## config.mk

```make
export PLATFORM = sky130hd
export DESIGN_NAME = serial_commanded_wave_generator
export DESIGN_NICKNAME = d
export VERILOG_FILES = /design/src/design/scwg_pkg.sv /design/src/design/scwg_div.sv /design/src/design/scwg_frame.sv /design/src/design/serial_commanded_wave_generator.sv
export SDC_FILE = /design/constraint.sdc
export NUM_CORES = 1
export LEC_CHECK = 0
export ABC_AREA = 1
export BUFFER_PORTS_ARGS = -buffer_cell sky130_fd_sc_hd__buf_4
export CORE_MARGIN = 3
export CORE_UTILIZATION = 42
export DETAILED_ROUTE_END_ITERATION = 16
export GPL_TIMING_DRIVEN = 0
export PLACE_DENSITY_LB_ADDON = 0.05
export SLEW_MARGIN = 15
export SYNTH_ARGS = -nofsm -noshare
export SYNTH_HDL_FRONTEND = slang
export SYNTH_SLANG_ARGS = --single-unit
```

## constraint.sdc

```tcl
create_clock -name clk -period 7.8 [get_ports clk]
set_clock_uncertainty 0.15 [all_clocks]
set_input_delay 0.78 -clock clk [delete_from_list [all_inputs] [get_ports clk]]
set_output_delay 0.78 -clock clk [all_outputs]
set_load 0.02 [all_outputs]
```

## src/design/scwg_pkg.sv

```systemverilog
// ----------------------------------------------------------------------------
// scwg_pkg
// Shared constants, codes and types of the serial commanded wave generator.
// ----------------------------------------------------------------------------
`timescale 1ns / 1ps

package scwg_pkg;

  localparam int NUM_WAVES   = 5;
  localparam int FRAME_BYTES = 9;
  localparam int WAVE_LIMIT  = (NUM_WAVES < 5) ? NUM_WAVES : 5;

  // Frame characters
  localparam logic [7:0] CH_START = 8'h40;  // '@'
  localparam logic [7:0] CH_END   = 8'h3B;  // ';'
  localparam logic [7:0] CH_0     = 8'h30;  // '0'
  localparam logic [7:0] CH_9     = 8'h39;  // '9'

  // Input opcodes
  localparam logic OP_BYTE = 1'b0;
  localparam logic OP_TICK = 1'b1;

  // Result kinds
  localparam logic [1:0] KIND_SAMPLE    = 2'd0;
  localparam logic [1:0] KIND_FRAME_OK  = 2'd1;
  localparam logic [1:0] KIND_FRAME_BAD = 2'd2;

  // Wave codes
  localparam logic [7:0] WAVE_SQUARE = 8'd0;
  localparam logic [7:0] WAVE_STAIR  = 8'd1;
  localparam logic [7:0] WAVE_TRI    = 8'd2;
  localparam logic [7:0] WAVE_SINE   = 8'd3;
  localparam logic [7:0] WAVE_FULL   = 8'd4;
  localparam logic [7:0] WAVE_NONE   = 8'd5;

  // Period arithmetic
  localparam int         DIVIDEND_W = 10;
  localparam int         DIVISOR_W  = 8;
  localparam int         DIV_STEPS  = DIVIDEND_W;
  localparam int         DIV_CNT_W  = $clog2(DIV_STEPS);
  localparam logic [DIVIDEND_W-1:0] PERIOD_NUM = 10'd1000;
  localparam logic [7:0] FREQ_MIN   = 8'd4;
  localparam logic [7:0] PERIOD_SAT = 8'd255;
  localparam logic [7:0] LEVEL_FULL = 8'd255;
  // x/5 as (x*205)>>10, exact for x below 1024
  localparam logic [7:0] STAIR_RECIP = 8'd205;
  localparam int         STAIR_SHIFT = 10;
  localparam logic [8:0] RAMP_STEP  = 9'd10;
  localparam logic [8:0] TRI_TOP    = 9'd255;

  typedef enum logic [2:0] {
    ST_IDLE,
    ST_EXEC,
    ST_TICK,
    ST_PDIV
  } state_t;

  typedef struct packed {
    logic                  start;
    logic [DIVIDEND_W-1:0] dividend;
    logic [DIVISOR_W-1:0]  divisor;
  } div_req_t;

  typedef struct packed {
    logic                  done;
    logic [DIVIDEND_W-1:0] quotient;
  } div_rsp_t;

  typedef struct packed {
    logic       last;   // this byte closes the frame
    logic       ok;     // start and end characters match
    logic [7:0] wave;
    logic [7:0] amp;
    logic [7:0] freq;
  } frame_evt_t;

endpackage

```

## src/design/scwg_div.sv

```systemverilog
// ----------------------------------------------------------------------------
// scwg_div
// Restoring divider, one quotient bit per cycle.
// ----------------------------------------------------------------------------
`timescale 1ns / 1ps

module scwg_div (
  input  logic              clk,
  input  logic              rst_n,
  input  scwg_pkg::div_req_t req,
  output scwg_pkg::div_rsp_t rsp
);
  import scwg_pkg::*;

  logic                  busy_r, busy_nxt;
  logic                  done_r, done_nxt;
  logic [DIV_CNT_W-1:0]  cnt_r, cnt_nxt;
  logic [DIVISOR_W-1:0]  rem_r, rem_nxt;
  logic [DIVIDEND_W-1:0] quo_r, quo_nxt;
  logic [DIVISOR_W-1:0]  dvs_r, dvs_nxt;

  logic [DIVISOR_W:0] rem_sh;
  logic [DIVISOR_W:0] diff;
  logic               fits;

  always_comb begin
    rem_sh   = {rem_r, quo_r[DIVIDEND_W-1]};
    fits     = rem_sh >= {1'b0, dvs_r};
    diff     = rem_sh - {1'b0, dvs_r};
    busy_nxt = busy_r;
    done_nxt = 1'b0;
    cnt_nxt  = cnt_r;
    rem_nxt  = rem_r;
    quo_nxt  = quo_r;
    dvs_nxt  = dvs_r;
    if (req.start) begin
      busy_nxt = 1'b1;
      cnt_nxt  = '0;
      rem_nxt  = '0;
      quo_nxt  = req.dividend;
      dvs_nxt  = req.divisor;
    end else if (busy_r) begin
      rem_nxt = fits ? diff[DIVISOR_W-1:0] : rem_sh[DIVISOR_W-1:0];
      quo_nxt = {quo_r[DIVIDEND_W-2:0], fits};
      if (cnt_r == DIV_CNT_W'(DIV_STEPS - 1)) begin
        busy_nxt = 1'b0;
        done_nxt = 1'b1;
      end else begin
        cnt_nxt = cnt_r + DIV_CNT_W'(1);
      end
    end
  end

  always_ff @(posedge clk) begin
    if (!rst_n) begin
      busy_r <= 1'b0;
      done_r <= 1'b0;
      cnt_r  <= '0;
    end else begin
      busy_r <= busy_nxt;
      done_r <= done_nxt;
      cnt_r  <= cnt_nxt;
    end
    rem_r <= rem_nxt;
    quo_r <= quo_nxt;
    dvs_r <= dvs_nxt;
  end

  assign rsp.done     = done_r;
  assign rsp.quotient = quo_r;

endmodule

```

## src/design/scwg_frame.sv

```systemverilog
// ----------------------------------------------------------------------------
// scwg_frame
// Command frame buffer and field decode.
// ----------------------------------------------------------------------------
`timescale 1ns / 1ps

module scwg_frame (
  input  logic                 clk,
  input  logic                 rst_n,
  input  logic                 byte_we,
  input  logic [7:0]           rx_byte,
  output scwg_pkg::frame_evt_t evt
);
  import scwg_pkg::*;

  localparam int STORE_DEPTH = FRAME_BYTES - 1;

  logic [3:0] pos_r, pos_nxt;
  logic [7:0] store_r [STORE_DEPTH];

  // Leading decimal digits of three bytes, low eight bits kept.
  function automatic logic [7:0] parse3(input logic [2:0][7:0] p);
    logic [9:0] v;
    logic       go;
    v  = '0;
    go = 1'b1;
    for (int k = 0; k < 3; k++) begin
      if (go && p[k] >= CH_0 && p[k] <= CH_9) begin
        v = 10'(v * 10'd10) + 10'(p[k][3:0]);
      end else begin
        go = 1'b0;
      end
    end
    return v[7:0];
  endfunction

  always_comb begin
    evt.last = pos_r == 4'(STORE_DEPTH);
    evt.ok   = (store_r[0] == CH_START) && (rx_byte == CH_END);
    evt.wave = store_r[1] - CH_0;
    evt.amp  = parse3({store_r[4], store_r[3], store_r[2]});
    evt.freq = parse3({store_r[7], store_r[6], store_r[5]});
    pos_nxt  = pos_r;
    if (byte_we) begin
      pos_nxt = evt.last ? 4'd0 : pos_r + 4'd1;
    end
  end

  always_ff @(posedge clk) begin
    if (!rst_n) begin
      pos_r <= '0;
    end else begin
      pos_r <= pos_nxt;
    end
    if (byte_we && !evt.last) begin
      store_r[pos_r[2:0]] <= rx_byte;
    end
  end

endmodule

```

## src/design/serial_commanded_wave_generator.sv

```systemverilog
// ----------------------------------------------------------------------------
// serial_commanded_wave_generator
// Frame-commanded DAC wave generator with an iterative divider.
// ----------------------------------------------------------------------------
// Usage:
//   Input channel (in_valid / in_stall / in_opcode / in_rx_byte) carries either
//   a received serial byte or a sample tick. Nine bytes form a command frame
//   '@', wave digit, three amplitude chars, three frequency chars, ';'.
//   Output channel (out_valid / out_stall / out_kind / out_level) returns one
//   transfer for a DAC sample, a frame accept or a frame reject; bytes inside
//   a frame and ticks with no wave selected give no transfer.
//   One item is in work at a time; in_stall is high from the transfer until
//   the item finishes. The item is captured in the input register, then
//     a byte is decoded in ST_EXEC (frame reject, or accept with freq below 4),
//     an accepted frame waits in ST_PDIV for 1000/freq on the divider,
//     a tick passes ST_EXEC and ST_TICK; staircase steps k*A/5 use a
//   reciprocal multiply. The divider retires one quotient bit per cycle and
//   is the slowest path. A result waits in the output register while out_stall
//   is high; the next input transfer is taken once that register empties or
//   drains in the same cycle.
//   Synchronous reset (rst_n low) clears the frame position, drops any
//   pending frame, selects no wave and empties the output register.
// ----------------------------------------------------------------------------
`timescale 1ns / 1ps

module serial_commanded_wave_generator (
  input  logic       clk,
  input  logic       rst_n,
  input  logic       in_valid,
  output logic       in_stall,
  input  logic       in_opcode,
  input  logic [7:0] in_rx_byte,
  output logic       out_valid,
  input  logic       out_stall,
  output logic [1:0] out_kind,
  output logic [7:0] out_level
);
  import scwg_pkg::*;

  state_t state_r, state_nxt;

  // Captured item
  logic       op_r, op_nxt;
  logic [7:0] byte_r, byte_nxt;

  // Pending and active settings
  logic       pend_flag_r, pend_flag_nxt;
  logic [7:0] pend_wave_r, pend_wave_nxt;
  logic [7:0] pend_amp_r, pend_amp_nxt;
  logic [7:0] pend_per_r, pend_per_nxt;
  logic [7:0] act_wave_r, act_wave_nxt;
  logic [7:0] act_amp_r, act_amp_nxt;
  logic [7:0] act_per_r, act_per_nxt;

  // Wave position
  logic [2:0] seg_idx_r, seg_idx_nxt;
  logic [8:0] seg_ticks_r, seg_ticks_nxt;
  logic [8:0] ramp_r, ramp_nxt;
  logic       fall_r, fall_nxt;

  // Output register
  logic       out_valid_r, out_valid_nxt;
  logic [1:0] out_kind_r, out_kind_nxt;
  logic [7:0] out_level_r, out_level_nxt;

  // Submodule links
  logic       frame_we;
  frame_evt_t evt;
  div_req_t   div_req;
  div_rsp_t   div_rsp;

  // Wave step results (from the active settings)
  logic        at_start;
  logic        wave_ok;
  logic [9:0]  stair_prod;
  logic [17:0] stair_scaled;
  logic [7:0]  stair_lvl;
  logic [7:0]  direct_lvl;
  logic [2:0]  adv_idx;
  logic [8:0]  adv_ticks;
  logic [8:0]  adv_ramp;
  logic        adv_fall;
  logic        end_per;
  logic [8:0]  seg_len;
  logic [8:0]  tick_inc;
  logic [8:0]  sine_up;

  scwg_frame u_frame (
    .clk     (clk),
    .rst_n   (rst_n),
    .byte_we (frame_we),
    .rx_byte (byte_r),
    .evt     (evt)
  );

  scwg_div u_div (
    .clk   (clk),
    .rst_n (rst_n),
    .req   (div_req),
    .rsp   (div_rsp)
  );

  assign at_start = (seg_idx_r == 3'd0) && (seg_ticks_r == 9'd0) &&
                    (ramp_r == 9'd0) && !fall_r;
  assign wave_ok  = act_wave_r < 8'(WAVE_LIMIT);
  assign tick_inc = seg_ticks_r + 9'd1;
  assign sine_up  = ramp_r + RAMP_STEP;

  // Staircase middle steps need k*A/5 with k = 4,3,2,1 for steps 1..4;
  // the divide by 5 is a multiply by 205 and a shift by 10.
  always_comb begin
    stair_prod = {2'b00, act_amp_r};
    unique case (seg_idx_r)
      3'd1:    stair_prod = {act_amp_r, 2'b00};
      3'd2:    stair_prod = {1'b0, act_amp_r, 1'b0} + {2'b00, act_amp_r};
      3'd3:    stair_prod = {1'b0, act_amp_r, 1'b0};
      default: stair_prod = {2'b00, act_amp_r};
    endcase
    stair_scaled = 18'(stair_prod) * 18'(STAIR_RECIP);
    stair_lvl    = stair_scaled[STAIR_SHIFT +: 8];
  end

  // One tick of the active wave: level and next position.
  always_comb begin
    direct_lvl = '0;
    adv_idx    = seg_idx_r;
    adv_ticks  = seg_ticks_r;
    adv_ramp   = ramp_r;
    adv_fall   = fall_r;
    end_per    = 1'b0;
    seg_len    = {1'b0, act_per_r};
    unique case (act_wave_r)
      WAVE_SQUARE: begin
        direct_lvl = (seg_idx_r == 3'd0) ? act_amp_r : 8'd0;
        seg_len    = (seg_idx_r == 3'd0) ? {act_per_r, 1'b0} : {2'b00, act_per_r[7:1]};
        if (seg_len == 9'd0) begin
          seg_len = 9'd1;
        end
        if (tick_inc >= seg_len) begin
          adv_ticks = '0;
          if (seg_idx_r >= 3'd1) begin
            end_per = 1'b1;
          end else begin
            adv_idx = seg_idx_r + 3'd1;
          end
        end else begin
          adv_ticks = tick_inc;
        end
      end
      WAVE_STAIR: begin
        if (seg_idx_r == 3'd0) begin
          direct_lvl = 8'd0;
        end else if (seg_idx_r >= 3'd5) begin
          direct_lvl = act_amp_r;
        end else begin
          direct_lvl = stair_lvl;
        end
        if (seg_len == 9'd0) begin
          seg_len = 9'd1;
        end
        if (tick_inc >= seg_len) begin
          adv_ticks = '0;
          if (seg_idx_r >= 3'd5) begin
            end_per = 1'b1;
          end else begin
            adv_idx = seg_idx_r + 3'd1;
          end
        end else begin
          adv_ticks = tick_inc;
        end
      end
      WAVE_TRI: begin
        direct_lvl = ramp_r[7:0];
        if (!fall_r) begin
          if (ramp_r >= TRI_TOP - 9'd1) begin
            adv_ramp = TRI_TOP;
            adv_fall = 1'b1;
          end else begin
            adv_ramp = ramp_r + 9'd1;
          end
        end else if (ramp_r == 9'd0) begin
          end_per = 1'b1;
        end else begin
          adv_ramp = ramp_r - 9'd1;
        end
      end
      WAVE_SINE: begin
        if (!fall_r) begin
          if (ramp_r < {1'b0, act_amp_r}) begin
            direct_lvl = ramp_r[7:0];
            if (sine_up >= {1'b0, act_amp_r}) begin
              adv_ramp = {1'b0, act_amp_r};
              adv_fall = 1'b1;
            end else begin
              adv_ramp = sine_up;
            end
          end else begin
            end_per = 1'b1;
          end
        end else begin
          direct_lvl = ramp_r[7:0];
          if (ramp_r <= RAMP_STEP) begin
            end_per = 1'b1;
          end else begin
            adv_ramp = ramp_r - RAMP_STEP;
          end
        end
      end
      default: begin
        direct_lvl = LEVEL_FULL;
      end
    endcase
    if (end_per) begin
      adv_idx   = '0;
      adv_ticks = '0;
      adv_ramp  = '0;
      adv_fall  = 1'b0;
    end
  end

  // Input side is open only in idle with room in the output register.
  assign in_stall = (state_r != ST_IDLE) || (out_valid_r && out_stall);

  // Sequencer
  always_comb begin
    state_nxt     = state_r;
    op_nxt        = op_r;
    byte_nxt      = byte_r;
    pend_flag_nxt = pend_flag_r;
    pend_wave_nxt = pend_wave_r;
    pend_amp_nxt  = pend_amp_r;
    pend_per_nxt  = pend_per_r;
    act_wave_nxt  = act_wave_r;
    act_amp_nxt   = act_amp_r;
    act_per_nxt   = act_per_r;
    seg_idx_nxt   = seg_idx_r;
    seg_ticks_nxt = seg_ticks_r;
    ramp_nxt      = ramp_r;
    fall_nxt      = fall_r;
    out_valid_nxt = out_valid_r && out_stall;
    out_kind_nxt  = out_kind_r;
    out_level_nxt = out_level_r;
    frame_we      = 1'b0;
    div_req       = '0;

    unique case (state_r)
      ST_IDLE: begin
        if (in_valid && !in_stall) begin
          op_nxt    = in_opcode;
          byte_nxt  = in_rx_byte;
          state_nxt = ST_EXEC;
        end
      end
      ST_EXEC: begin
        if (op_r == OP_BYTE) begin
          frame_we  = 1'b1;
          state_nxt = ST_IDLE;
          if (evt.last && evt.ok) begin
            pend_wave_nxt = evt.wave;
            pend_amp_nxt  = evt.amp;
            if (evt.freq < FREQ_MIN) begin
              pend_per_nxt  = PERIOD_SAT;
              pend_flag_nxt = 1'b1;
              out_valid_nxt = 1'b1;
              out_kind_nxt  = KIND_FRAME_OK;
              out_level_nxt = '0;
            end else begin
              div_req.start    = 1'b1;
              div_req.dividend = PERIOD_NUM;
              div_req.divisor  = evt.freq;
              state_nxt        = ST_PDIV;
            end
          end else if (evt.last) begin
            out_valid_nxt = 1'b1;
            out_kind_nxt  = KIND_FRAME_BAD;
            out_level_nxt = '0;
          end
        end else begin
          // Pending settings take over only on a period boundary.
          if (at_start && pend_flag_r) begin
            act_wave_nxt  = pend_wave_r;
            act_amp_nxt   = pend_amp_r;
            act_per_nxt   = pend_per_r;
            pend_flag_nxt = 1'b0;
          end
          state_nxt = ST_TICK;
        end
      end
      ST_TICK: begin
        if (wave_ok) begin
          out_valid_nxt = 1'b1;
          out_kind_nxt  = KIND_SAMPLE;
          out_level_nxt = direct_lvl;
          seg_idx_nxt   = adv_idx;
          seg_ticks_nxt = adv_ticks;
          ramp_nxt      = adv_ramp;
          fall_nxt      = adv_fall;
        end
        state_nxt = ST_IDLE;
      end
      ST_PDIV: begin
        if (div_rsp.done) begin
          pend_per_nxt  = div_rsp.quotient[7:0];
          pend_flag_nxt = 1'b1;
          out_valid_nxt = 1'b1;
          out_kind_nxt  = KIND_FRAME_OK;
          out_level_nxt = '0;
          state_nxt     = ST_IDLE;
        end
      end
      default: begin
        state_nxt = ST_IDLE;
      end
    endcase
  end

  always_ff @(posedge clk) begin
    if (!rst_n) begin
      state_r     <= ST_IDLE;
      pend_flag_r <= 1'b0;
      pend_wave_r <= WAVE_NONE;
      pend_amp_r  <= '0;
      pend_per_r  <= PERIOD_SAT;
      act_wave_r  <= WAVE_NONE;
      act_amp_r   <= '0;
      act_per_r   <= PERIOD_SAT;
      seg_idx_r   <= '0;
      seg_ticks_r <= '0;
      ramp_r      <= '0;
      fall_r      <= 1'b0;
      out_valid_r <= 1'b0;
    end else begin
      state_r     <= state_nxt;
      pend_flag_r <= pend_flag_nxt;
      pend_wave_r <= pend_wave_nxt;
      pend_amp_r  <= pend_amp_nxt;
      pend_per_r  <= pend_per_nxt;
      act_wave_r  <= act_wave_nxt;
      act_amp_r   <= act_amp_nxt;
      act_per_r   <= act_per_nxt;
      seg_idx_r   <= seg_idx_nxt;
      seg_ticks_r <= seg_ticks_nxt;
      ramp_r      <= ramp_nxt;
      fall_r      <= fall_nxt;
      out_valid_r <= out_valid_nxt;
    end
    op_r        <= op_nxt;
    byte_r      <= byte_nxt;
    out_kind_r  <= out_kind_nxt;
    out_level_r <= out_level_nxt;
  end

  assign out_valid = out_valid_r;
  assign out_kind  = out_kind_r;
  assign out_level = out_level_r;

endmodule

```

==> results of run 1 <==
layout make-up:
class	instances	area [um^2]	area share
multi-input combinational	1142	7330	0.501
clock inverter	14	143	0.00976
tap	396	495	0.0339
sequential	193	4870	0.333
timing repair buffer	25	185	0.0127
clock buffer	18	429	0.0294
buffer	35	161	0.0110
inverter	267	1000	0.0687
how the worst min path moves through the flow:
| stage | from | to | slack (ns) | cells after the start |
|---|---|---|---|---|
| 2_1_floorplan | pend_per_r[0] | act_per_r[0] | 0.28 | 2 |
| 3_3_place_gp | pend_per_r[1] | pend_per_r[1] | 0.30 | 2 |
| 3_5_place_dp | pend_per_r[2] | pend_per_r[2] | 0.30 | 2 |
| 4_1_cts | pend_per_r[2] | pend_per_r[2] | 0.33 | 2 |
| 5_1_grt | in_rx_byte[6] | byte_r[6] | 0.34 | 1 |
| 6_report | pend_per_r[1] | pend_per_r[1] | 0.32 | 2 |
cell families after synthesis:
| logic type | share of synthesized area |
|---|---|
| adders and majority gates | 0.178 |
| buffers and inverters | 0.0874 |
| and+or+nand+nor | 0.190 |
| AOI/OAI and AO/OA | 0.152 |
| xor gates and xnor gates | 0.0275 |
| DFF | 0.365 |
layer usage:
layer / global-route usage / share of wire / vias to the layer above
li1: - / - / 5603
met1: 0.265 / 0.49 / 4957
met2: 0.345 / 0.48 / 129
met3: 0.0274 / 0.024 / 19
met4: 0.0366 / 0.0078 / 0
met5: 0 / 0 / -
report_power, final:
part           internal (W)  total [W]  switching [W]
sequential          0.00110    0.00112      0.0000255
combinational     0.0000659   0.000187       0.000121
clock              0.000426   0.000853       0.000427
total               0.00159    0.00216       0.000573
critical path, delay by kind of cell (launching register included):
kind            cells  cell delay, ns
fa+ha+maj           7            2.76
compound gates      6            1.43
simple gates       10            1.10
buf+inv             8            0.53
flops               1            0.47
metrics by stage:
stage           util  total power, W
5_1_grt        0.472         0.00227
4_1_cts        0.471         0.00219
3_5_place_dp   0.453         0.00134
2_1_floorplan      -         0.00127
6_report       0.472         0.00216
3_3_place_gp   0.452         0.00133
flip-flops by register name (all words and copies together), names as in the netlist, 9 cells and up:
name,count
seg_ticks_r,9
ramp_r,9
u_frame.store_r,64
u_div.quo_r,10
Yosys cell counts (7+ instances only):
cell,instances
nand2_1,281
inv_1,254
nor2_1,150
ha_1,148
a21oi_1,126
o21ai_0,102
edfxtp_1,101
dfxtp_1,92
nand3_1,62
xor2_1,33
fa_1,26
clkbuf_1,25
o211ai_1,25
nand4_1,21
nor3_1,21
a31oi_1,13
a211oi_1,10
nor4_1,10
inv_2,8
o2111ai_1,7
o21a_1,7
or2_2,7
xnor2_1,7
placed cells by master, fill, tap and decap left out, drive strengths merged, types with 12 or more instances in the layout:
cell type  synthesis  layout
fa                26      26
ha               148     148
nand3             65      65
buf               10      35
o211ai            31      31
edfxtp           101     101
dfxtp             92      92
a21oi            129     129
a211oi            12      12
nor2             156     156
nand4             21      21
nor3              22      22
or2               14      14
a31oi             13      13
inv              263     270
xor2              33      33
nand2            288     288
o21ai            109     109
clkbuf            25      43
==> results_tabular.tex, run 1 <==
\begin{tabular}{lr}
\hline
Metric & Value \\
\hline
\multicolumn{2}{l}{\textbf{Status}} \\
\quad Outcome & finished clean \\
\multicolumn{2}{l}{\textbf{Worst setup path}} \\
\quad Endpoint of the worst register-to-register path & out\_level[5] \\
\quad Max incr delay on CP & 0.53 ns \\
\quad Critical path type & reg2reg \\
\quad Required arrival time at the worst endpoint & 7.84 ns \\
\quad Worst flop-to-flop path startpoint & act\_amp\_r[1] \\
\quad Dominant cell type by count on the critical path & inv\_1 \\
\quad Crit. End Element & register \\
\quad Data arrival time of the critical path & about 6.7 ns \\
\quad Start point of the critical path & act\_amp\_r[1] \\
\quad CP max stage cell & fa\_1 \\
\quad Worst setup slack for register-to-register paths & 1.12 ns \\
\quad Startpoint class of the critical path & register \\
\quad Depth of the most critical reg-to-reg path & 31 \\
\quad End of the critical path & out\_level[5] \\
\quad Peak fanout along the critical path & 6 \\
\multicolumn{2}{l}{\textbf{Placement}} \\
\quad Final weighted congestion in routability-driven placement & roughly 0.86 \\
\quad Count of buffers inserted at the top-level ports & 23 \\
\quad Setup slack after placement & 1.13 ns \\
\quad Placed cell areas & around 0.014 mm\^{}2 \\
\quad Half-perimeter wire length after placement & 25.4 mm \\
\quad Total instance count after detailed placement & between 2000 and 2500 \\
\multicolumn{2}{l}{\textbf{Clocking}} \\
\quad Post-CTS Setup Inserts & 0 \\
\quad Cell at the root of the clock tree & clkbuf\_16 \\
\quad Num Clock Sinks & 193 \\
\quad Register clock-pin slew on the reported worst setup and hold paths & 0.08 ns \\
\quad CTS HTree Levels & 4 \\
\quad Maximum count of clock buffers along a single path & 2 \\
\quad CTS Buf Count & 17 \\
\quad CTS hold repair buffers & 0 \\
\quad Skew-Pair Late Insertion Delay & 0.44 ns \\
\quad TritonCTS clock tree & yes \\
\quad Total of cells resized after clock tree synthesis & 0 \\
\multicolumn{2}{l}{\textbf{Synthesis}} \\
\quad Warnings from Yosys & 0 \\
\quad Sequential element share of the synthesized area & 0.365 \\
\quad Number of distinct library cells after synthesis & 60 \\
\quad Top area cells in the synthesized netlist & edfxtp\_1 23\%, ha\_1 14\%, dfxtp\_1 14\% \\
\quad Count of state elements after synthesis & between 150 and 200 \\
\quad Synthesized net count & 1824 \\
\quad Synthesized cell area & 0.0133 mm\^{}2 \\
\quad Synth top area share & 0.227 \\
\quad Post-synth top flop & edfxtp\_1 \\
\quad Synthesized instance count & 1637 \\
\quad Syn Area/Cell & 8.15 um\^{}2 \\
\quad FFs w/ async S/R, synth & 0 \\
\quad Area leader, netlist & edfxtp\_1 \\
\quad Number of synthesized flops with an enable pin & 101 \\
\multicolumn{2}{l}{\textbf{Drt}} \\
\quad DR iter-0 viols & just over 600 \\
\quad Total length of routed wires & roughly 32 mm \\
\quad DR WL/cell & 15.5 um \\
\quad Routed via count & 10708 \\
\quad Router iterations before antenna repair & 5 \\
\quad Number of antenna-violating nets in the routed design & 0 \\
\quad DRC & 0 \\
\quad Via density per instance & 5.12 \\
\multicolumn{2}{l}{\textbf{STA}} \\
\quad Unrepaired setup endpoints after global routing & false \\
\quad Total count of max-transition violations in the final report & 0 \\
\quad Tmin final & 6.68 ns \\
\quad Setup TNS & 0 ns \\
\quad FMAX & 150 MHz \\
\quad Worst hold margin & 0.324 ns \\
\quad Final cycle utilization of the critical path & 0.856 \\
\quad Final hold violation count & 0 \\
\quad Final worst-path setup slack & roughly 1.1 ns \\
\quad Number of endpoints failing setup at the final stage & 0 \\
\quad Max-slew headroom at the worst pin & 0.266 \\
\quad Worst Max-Slew Pin Slew & $\sim$1.1 ns \\
\multicolumn{2}{l}{\textbf{Global routing}} \\
\quad Maximum number of pins on one net before global-route repair & 20 \\
\quad Via count of the first global-routing pass & about 10000 \\
\quad GRT Residual Overflow & 0 \\
\quad Wire length of the first global-routing pass & 53.7 mm \\
\quad Aggregate global-route resource usage & 0.198 \\
\quad Initial antenna violation count & 0 \\
\multicolumn{2}{l}{\textbf{Cells and area}} \\
\quad Filler Cells Inserted & 3070 \\
\quad Antenna fix cells & 0 \\
\quad Number of cells in the finished layout apart from fillers & roughly 2100 \\
\quad Fraction of layout cells with a size suffix above 1 & 0.0697 \\
\quad Final non-filler cell area & 0.0146 mm\^{}2 \\
\quad Net count, final & between 1500 and 2000 \\
\quad Syn-to-layout area delta & 9.54\% \\
\multicolumn{2}{l}{\textbf{Floorplan}} \\
\quad Placeable core area & 0.0310 mm\^{}2 \\
\quad Die Area & around 0.034 mm\^{}2 \\
\quad Floorplan die width & 184 um \\
\quad Number of rows in the core area & 64 \\
\quad Vertical die dimension & 184 um \\
\quad Number of placed I/O pins & 25 \\
\quad Starting Density & 0.431 \\
\multicolumn{2}{l}{\textbf{Power}} \\
\quad Leakage & 6.83 nW \\
\quad Worst IR drop on VDD & 0.175 mV \\
\quad Power density over cell area & 148 mW/mm\^{}2 \\
\multicolumn{2}{l}{\textbf{Hold path}} \\
\quad Hold/Removal Path Class & reg2reg \\
\multicolumn{2}{l}{\textbf{Flow run}} \\
\quad Number of max-cap violations & 0 \\
\hline
\end{tabular}
Note: power is estimated with default switching activity, not from simulation.
==> run 2: changes to the inputs <==
--- a/config.mk
+++ b/config.mk
@@ -12,6 +12,7 @@
 export DETAILED_ROUTE_END_ITERATION = 16
 export GPL_TIMING_DRIVEN = 0
 export PLACE_DENSITY_LB_ADDON = 0.05
+export REMOVE_ABC_BUFFERS = 1
 export SLEW_MARGIN = 15
 export SYNTH_ARGS = -nofsm -noshare
 export SYNTH_HDL_FRONTEND = slang
==> results_tabular.tex, run 2 (synthesized netlist as in run 1, its figures left out) <==
\begin{tabular}{lr}
\hline
Metric & Value \\
\hline
\multicolumn{2}{l}{\textbf{Drt}} \\
\quad Routed via count & 10733 \\
\quad DRC & 0 \\
\quad Via density per instance & around 5.2 \\
\quad DR iter-0 viols & 560 \\
\quad Total length of routed wires & 30.7 mm \\
\quad Router iterations before antenna repair & 5 \\
\quad DR WL/cell & 14.9 um \\
\quad Number of antenna-violating nets in the routed design & 0 \\
\multicolumn{2}{l}{\textbf{Worst setup path}} \\
\quad Critical path type & reg2reg \\
\quad CP max stage cell & fa\_1 \\
\quad Max incr delay on CP & 0.54 ns \\
\quad Dominant cell type by count on the critical path & inv\_1 \\
\quad Worst setup slack for register-to-register paths & around 1.0 ns \\
\quad Startpoint class of the critical path & register \\
\quad Crit. End Element & register \\
\quad Peak fanout along the critical path & 6 \\
\quad Data arrival time of the critical path & 6.84 ns \\
\quad Required arrival time at the worst endpoint & approximately 7.8 ns \\
\multicolumn{2}{l}{\textbf{Global routing}} \\
\quad Initial antenna violation count & 0 \\
\quad GRT Residual Overflow & 0 \\
\quad Maximum number of pins on one net before global-route repair & 63 \\
\quad Aggregate global-route resource usage & 0.185 \\
\quad Wire length of the first global-routing pass & 51.2 mm \\
\quad Via count of the first global-routing pass & 10282 \\
\multicolumn{2}{l}{\textbf{Floorplan}} \\
\quad Placeable core area & 0.0310 mm\^{}2 \\
\quad Number of placed I/O pins & 25 \\
\quad Vertical die dimension & 184 um \\
\quad Floorplan die width & 184 um \\
\quad Number of rows in the core area & 64 \\
\quad Starting Density & 0.431 \\
\quad Die Area & 0.0339 mm\^{}2 \\
\multicolumn{2}{l}{\textbf{Clocking}} \\
\quad Register clock-pin slew on the reported worst setup and hold paths & 0.09 ns \\
\quad TritonCTS clock tree & yes \\
\quad CTS hold repair buffers & 0 \\
\quad Num Clock Sinks & 193 \\
\quad CTS HTree Levels & 4 \\
\quad Skew-Pair Late Insertion Delay & between 0.4 and 0.5 ns \\
\quad CTS Buf Count & 17 \\
\quad Total of cells resized after clock tree synthesis & 0 \\
\quad Cell at the root of the clock tree & clkbuf\_16 \\
\quad Maximum count of clock buffers along a single path & 2 \\
\quad Post-CTS Setup Inserts & 0 \\
\multicolumn{2}{l}{\textbf{Cells and area}} \\
\quad Final non-filler cell area & between 0.01 and 0.015 mm\^{}2 \\
\quad Top library cells by usage in the layout, fill and taps aside & 281 x nand2\_1, 254 x inv\_1, 150 x nor2\_1, 148 x ha\_1, 126 x a21oi\_1 \\
\quad Fraction of layout cells with a size suffix above 1 & 0.0663 \\
\quad Syn-to-layout area delta & 8.94\% \\
\quad Filler Cells Inserted & between 3000 and 4000 \\
\quad Most common cell after layout, fill and taps aside & nand2\_1 \\
\quad Area of all sequential standard cells & $\sim$0.005 mm\^{}2 \\
\quad Net count, final & 1834 \\
\quad Antenna fix cells & 0 \\
\quad Number of flip-flops in the largest register & 64 \\
\quad Multi-input gate area in the final layout & 0.00733 mm\^{}2 \\
\multicolumn{2}{l}{\textbf{STA}} \\
\quad Total count of max-transition violations in the final report & 0 \\
\quad Setup TNS & 0 ns \\
\quad Worst Max-Slew Pin Slew & about 1.1 ns \\
\quad FMAX & 147 MHz \\
\quad Number of endpoints failing setup at the final stage & 0 \\
\quad Max-slew headroom at the worst pin & 0.245 \\
\quad Tmin final & 6.79 ns \\
\quad Final hold violation count & 0 \\
\quad Final cycle utilization of the critical path & 0.871 \\
\quad Unrepaired setup endpoints after global routing & false \\
\multicolumn{2}{l}{\textbf{Power}} \\
\quad Worst IR drop on VDD & roughly 0.16 mV \\
\quad Power density over cell area & 155 mW/mm\^{}2 \\
\quad Leakage & 6.79 nW \\
\multicolumn{2}{l}{\textbf{Placement}} \\
\quad Placed cell areas & 0.0139 mm\^{}2 \\
\quad Final weighted congestion in routability-driven placement & 0.892 \\
\quad Count of buffers inserted at the top-level ports & 24 \\
\quad Half-perimeter wire length after placement & 23.5 mm \\
\multicolumn{2}{l}{\textbf{Flow run}} \\
\quad Number of max-cap violations & 0 \\
\multicolumn{2}{l}{\textbf{Hold path}} \\
\quad Hold/Removal Path Class & reg2reg \\
\multicolumn{2}{l}{\textbf{Status}} \\
\quad Outcome & finished clean \\
\hline
\end{tabular}
-- run 2: cell count changes in the layout (fill, tap and decap cells not counted) --
cell,change
clkinvlp_4,-1
inv_16,+1
clkinv_8,+2
buf_2,-6
buf_6,-2
clkinv_2,-1
inv_12,+6
clkinv_4,-3
inv_8,-3
buf_4,-1
clkbuf_1,-26
-- run 2: cell type report --
cell class | count | share of cell area
Clock buffer | 17 | 0.0293
Clock inverter | 15 | 0.0151
Inverter | 267 | 0.0691
Multi-Input combinational cell | 1142 | 0.504
Sequential cell | 193 | 0.335
Tap cell | 396 | 0.0341
Timing Repair Buffer | 26 | 0.0133
-- run 2: final timing paths --
kind / start / end / cells after the start
worst min register to register: u_frame.store_r[1][0] / pend_wave_r[0] / 2
worst max-delay path: act_amp_r[1] / out_level[5] / 31
worst min-delay path: u_frame.store_r[1][0] / pend_wave_r[0] / 2
worst max register to register: act_amp_r[1] / out_level[5] / 31
-- run 2: critical path, delay by kind of cell, from the launching register on --
| family | cells | cell delay, ns |
|---|---|---|
| DFF | 1 | 0.49 |
| adders and majority gates | 7 | 2.80 |
| and+or+nand+nor | 10 | 1.10 |
| buffers and inverters | 8 | 0.52 |
| AOI/OAI and AO/OA | 6 | 1.47 |
-- run 2: per-layer routing --
metal	vias up	track usage	share of wire
met3	29	0.0290	0.029
li1	5542	-	-
met2	151	0.315	0.47
met4	0	0.0405	0.013
met1	5011	0.250	0.48
met5	-	0	0
-- run 2: report_power, final --
| part | switching (W) | internal (W) | leakage (nW) |
|---|---|---|---|
| registers | 0.0000256 | 0.00110 | 1.68 |
| clock network | 0.000489 | 0.000456 | 0.310 |
| logic | 0.000115 | 0.0000628 | 4.79 |
-- run 2: metrics by stage --
stage               hold WS (ns)  instances  power [W]  setup slack (ns)   util
floorplan                  0.279       1602    0.00126              1.97      -
global placement           0.299       2022    0.00132              1.09  0.447
detailed placement         0.302       2024    0.00133              1.01  0.448
CTS                        0.324       2056    0.00227              1.00  0.469
global route               0.328       2056    0.00235             0.367  0.469
finish                     0.316       2056    0.00225              1.01  0.469
==> run 3: changes to the inputs <==
--- a/config.mk
+++ b/config.mk
@@ -12,6 +12,7 @@
 export DETAILED_ROUTE_END_ITERATION = 16
 export GPL_TIMING_DRIVEN = 0
 export PLACE_DENSITY_LB_ADDON = 0.05
+export RECOVER_POWER = 25
 export REMOVE_ABC_BUFFERS = 1
 export SLEW_MARGIN = 15
 export SYNTH_ARGS = -nofsm -noshare
==> results_tabular.tex, run 3 (synthesized netlist as in run 1, its figures left out) <==
\begin{tabular}{lr}
\hline
Metric & Value \\
\hline
\multicolumn{2}{l}{\textbf{Status}} \\
\quad Outcome & finished clean \\
\multicolumn{2}{l}{\textbf{Clocking}} \\
\quad Post-CTS Setup Inserts & 0 \\
\quad Skew-Pair Late Insertion Delay & 0.44 ns \\
\quad Register clock-pin slew on the reported worst setup and hold paths & 0.09 ns \\
\quad Cell at the root of the clock tree & clkbuf\_16 \\
\quad CTS hold repair buffers & 0 \\
\quad CTS HTree Levels & 4 \\
\quad Total of cells resized after clock tree synthesis & 0 \\
\quad TritonCTS clock tree & yes \\
\quad Num Clock Sinks & 193 \\
\quad Maximum count of clock buffers along a single path & 2 \\
\quad CTS Buf Count & 17 \\
\multicolumn{2}{l}{\textbf{Worst setup path}} \\
\quad Startpoint class of the critical path & register \\
\quad Worst flop-to-flop path startpoint & act\_amp\_r[1] \\
\quad Crit. End Element & register \\
\quad Peak fanout along the critical path & 6 \\
\quad Max incr delay on CP & $\sim$0.54 ns \\
\quad Critical path type & reg2reg \\
\quad Required arrival time at the worst endpoint & between 7 and 8 ns \\
\quad Dominant cell type by count on the critical path & inv\_1 \\
\quad CP max stage cell & fa\_1 \\
\quad Start point of the critical path & act\_amp\_r[1] \\
\quad Data arrival time of the critical path & 6.84 ns \\
\multicolumn{2}{l}{\textbf{Floorplan}} \\
\quad Number of rows in the core area & 64 \\
\quad Vertical die dimension & 184 um \\
\quad Floorplan die width & 184 um \\
\quad Number of placed I/O pins & 25 \\
\quad Die Area & 0.0339 mm\^{}2 \\
\quad Starting Density & 0.431 \\
\quad Placeable core area & between 0.03 and 0.04 mm\^{}2 \\
\multicolumn{2}{l}{\textbf{Power}} \\
\quad Leakage & 6.77 nW \\
\quad Power density over cell area & $\sim$150 mW/mm\^{}2 \\
\quad Worst IR drop on VDD & 0.158 mV \\
\multicolumn{2}{l}{\textbf{Drt}} \\
\quad Total length of routed wires & 30.8 mm \\
\quad Router iterations before antenna repair & 5 \\
\quad Number of antenna-violating nets in the routed design & 0 \\
\quad DR WL/cell & 15.0 um \\
\quad Routed via count & 10739 \\
\quad Via density per instance & 5.22 \\
\quad DRC & 0 \\
\quad DR iter-0 viols & around 550 \\
\multicolumn{2}{l}{\textbf{Cells and area}} \\
\quad Antenna fix cells & 0 \\
\quad Syn-to-layout area delta & 8.83\% \\
\quad Most common cell after layout, fill and taps aside & nand2\_1 \\
\quad Number of cells in the finished layout apart from fillers & 2056 \\
\quad Number of flip-flops in the largest register & 64 \\
\quad Top library cells by usage in the layout, fill and taps aside & 281 x nand2\_1, 254 x inv\_1, 150 x nor2\_1, 148 x ha\_1, 126 x a21oi\_1 \\
\quad Filler Cells Inserted & 3050 \\
\quad Net count, final & approximately 1800 \\
\quad Fraction of layout cells with a size suffix above 1 & 0.0639 \\
\multicolumn{2}{l}{\textbf{Placement}} \\
\quad Count of buffers inserted at the top-level ports & 24 \\
\quad Final weighted congestion in routability-driven placement & just under 0.9 \\
\quad Half-perimeter wire length after placement & 23.5 mm \\
\quad Total instance count after detailed placement & 2024 \\
\multicolumn{2}{l}{\textbf{STA}} \\
\quad Worst Max-Slew Pin Slew & 1.12 ns \\
\quad Total count of max-transition violations in the final report & 0 \\
\quad Tmin final & 6.80 ns \\
\quad Unrepaired setup endpoints after global routing & false \\
\quad Final cycle utilization of the critical path & 0.872 \\
\quad Worst hold margin & 0.316 ns \\
\quad Number of endpoints failing setup at the final stage & 0 \\
\quad FMAX & between 100 and 150 MHz \\
\quad Max-slew headroom at the worst pin & 0.250 \\
\quad Setup TNS & 0 ns \\
\quad Final hold violation count & 0 \\
\multicolumn{2}{l}{\textbf{Global routing}} \\
\quad Wire length of the first global-routing pass & 51.2 mm \\
\quad Initial antenna violation count & 0 \\
\quad Via count of the first global-routing pass & 10282 \\
\quad Aggregate global-route resource usage & 0.185 \\
\quad GRT Residual Overflow & 0 \\
\quad Maximum number of pins on one net before global-route repair & 63 \\
\multicolumn{2}{l}{\textbf{Flow run}} \\
\quad Number of max-cap violations & 0 \\
\multicolumn{2}{l}{\textbf{Hold path}} \\
\quad Hold/Removal Path Class & reg2reg \\
\quad Origin of the worst min-delay path & u\_frame.store\_r[1][0] \\
\hline
\end{tabular}
run 3: changes by cell type in the layout (fill, tap and decap cells not counted), sizes merged:
cell    before  now
clkbuf      17   29
buf         26   14
run 3: critical path: cells and delay by family, from the launching register on:
family / cells / cell delay (ns)
flip-flops: 1 / 0.49
buffers and inverters: 8 / 0.53
AO/OA/AOI/OAI: 6 / 1.47
adder cells (fa/ha/maj): 7 / 2.80
AND/OR/NAND/NOR: 10 / 1.10
run 3: path summary, 6_finish.rpt:
kind | to | slack (ns) | depth (start not counted)
min reg2reg | pend_wave_r[0] | 0.32 | 2
max | out_level[5] | 1.00 | 31
min | pend_wave_r[0] | 0.32 | 2
max reg2reg | out_level[5] | 1.00 | 31
run 3: power breakdown:
group          switching [W]  internal, W  total, W
Combinational       0.000115    0.0000612  0.000176
Clock               0.000490     0.000456  0.000946
Sequential         0.0000257      0.00110   0.00112
Total               0.000631      0.00162   0.00225
run 3: area by class of cell:
class / count / area, um^2 / area share
multi-input combinational: 1142 / 7330 / 0.504
sequential: 193 / 4870 / 0.336
inverter: 267 / 1000 / 0.0692
tap: 396 / 495 / 0.0341
clock buffer: 17 / 425 / 0.0293
clock inverter: 15 / 220 / 0.0152
timing repair buffer: 26 / 178 / 0.0122
run 3: per-layer routing:
layer,share of wire,global-route usage
met5,0,0
met4,0.014,0.0405
met3,0.028,0.0290
met2,0.47,0.315
met1,0.49,0.250
run 3: through the flow:
stage,area (um^2),worst slack (ns),total power (W),util
4_1_cts,14500,1.00,0.00227,0.469
3_5_place_dp,13900,1.01,0.00133,0.448
5_1_grt,14500,0.367,0.00235,0.469
6_report,14500,1.00,0.00225,0.469
2_1_floorplan,13200,1.97,0.00126,-
3_3_place_gp,13900,1.09,0.00132,0.447
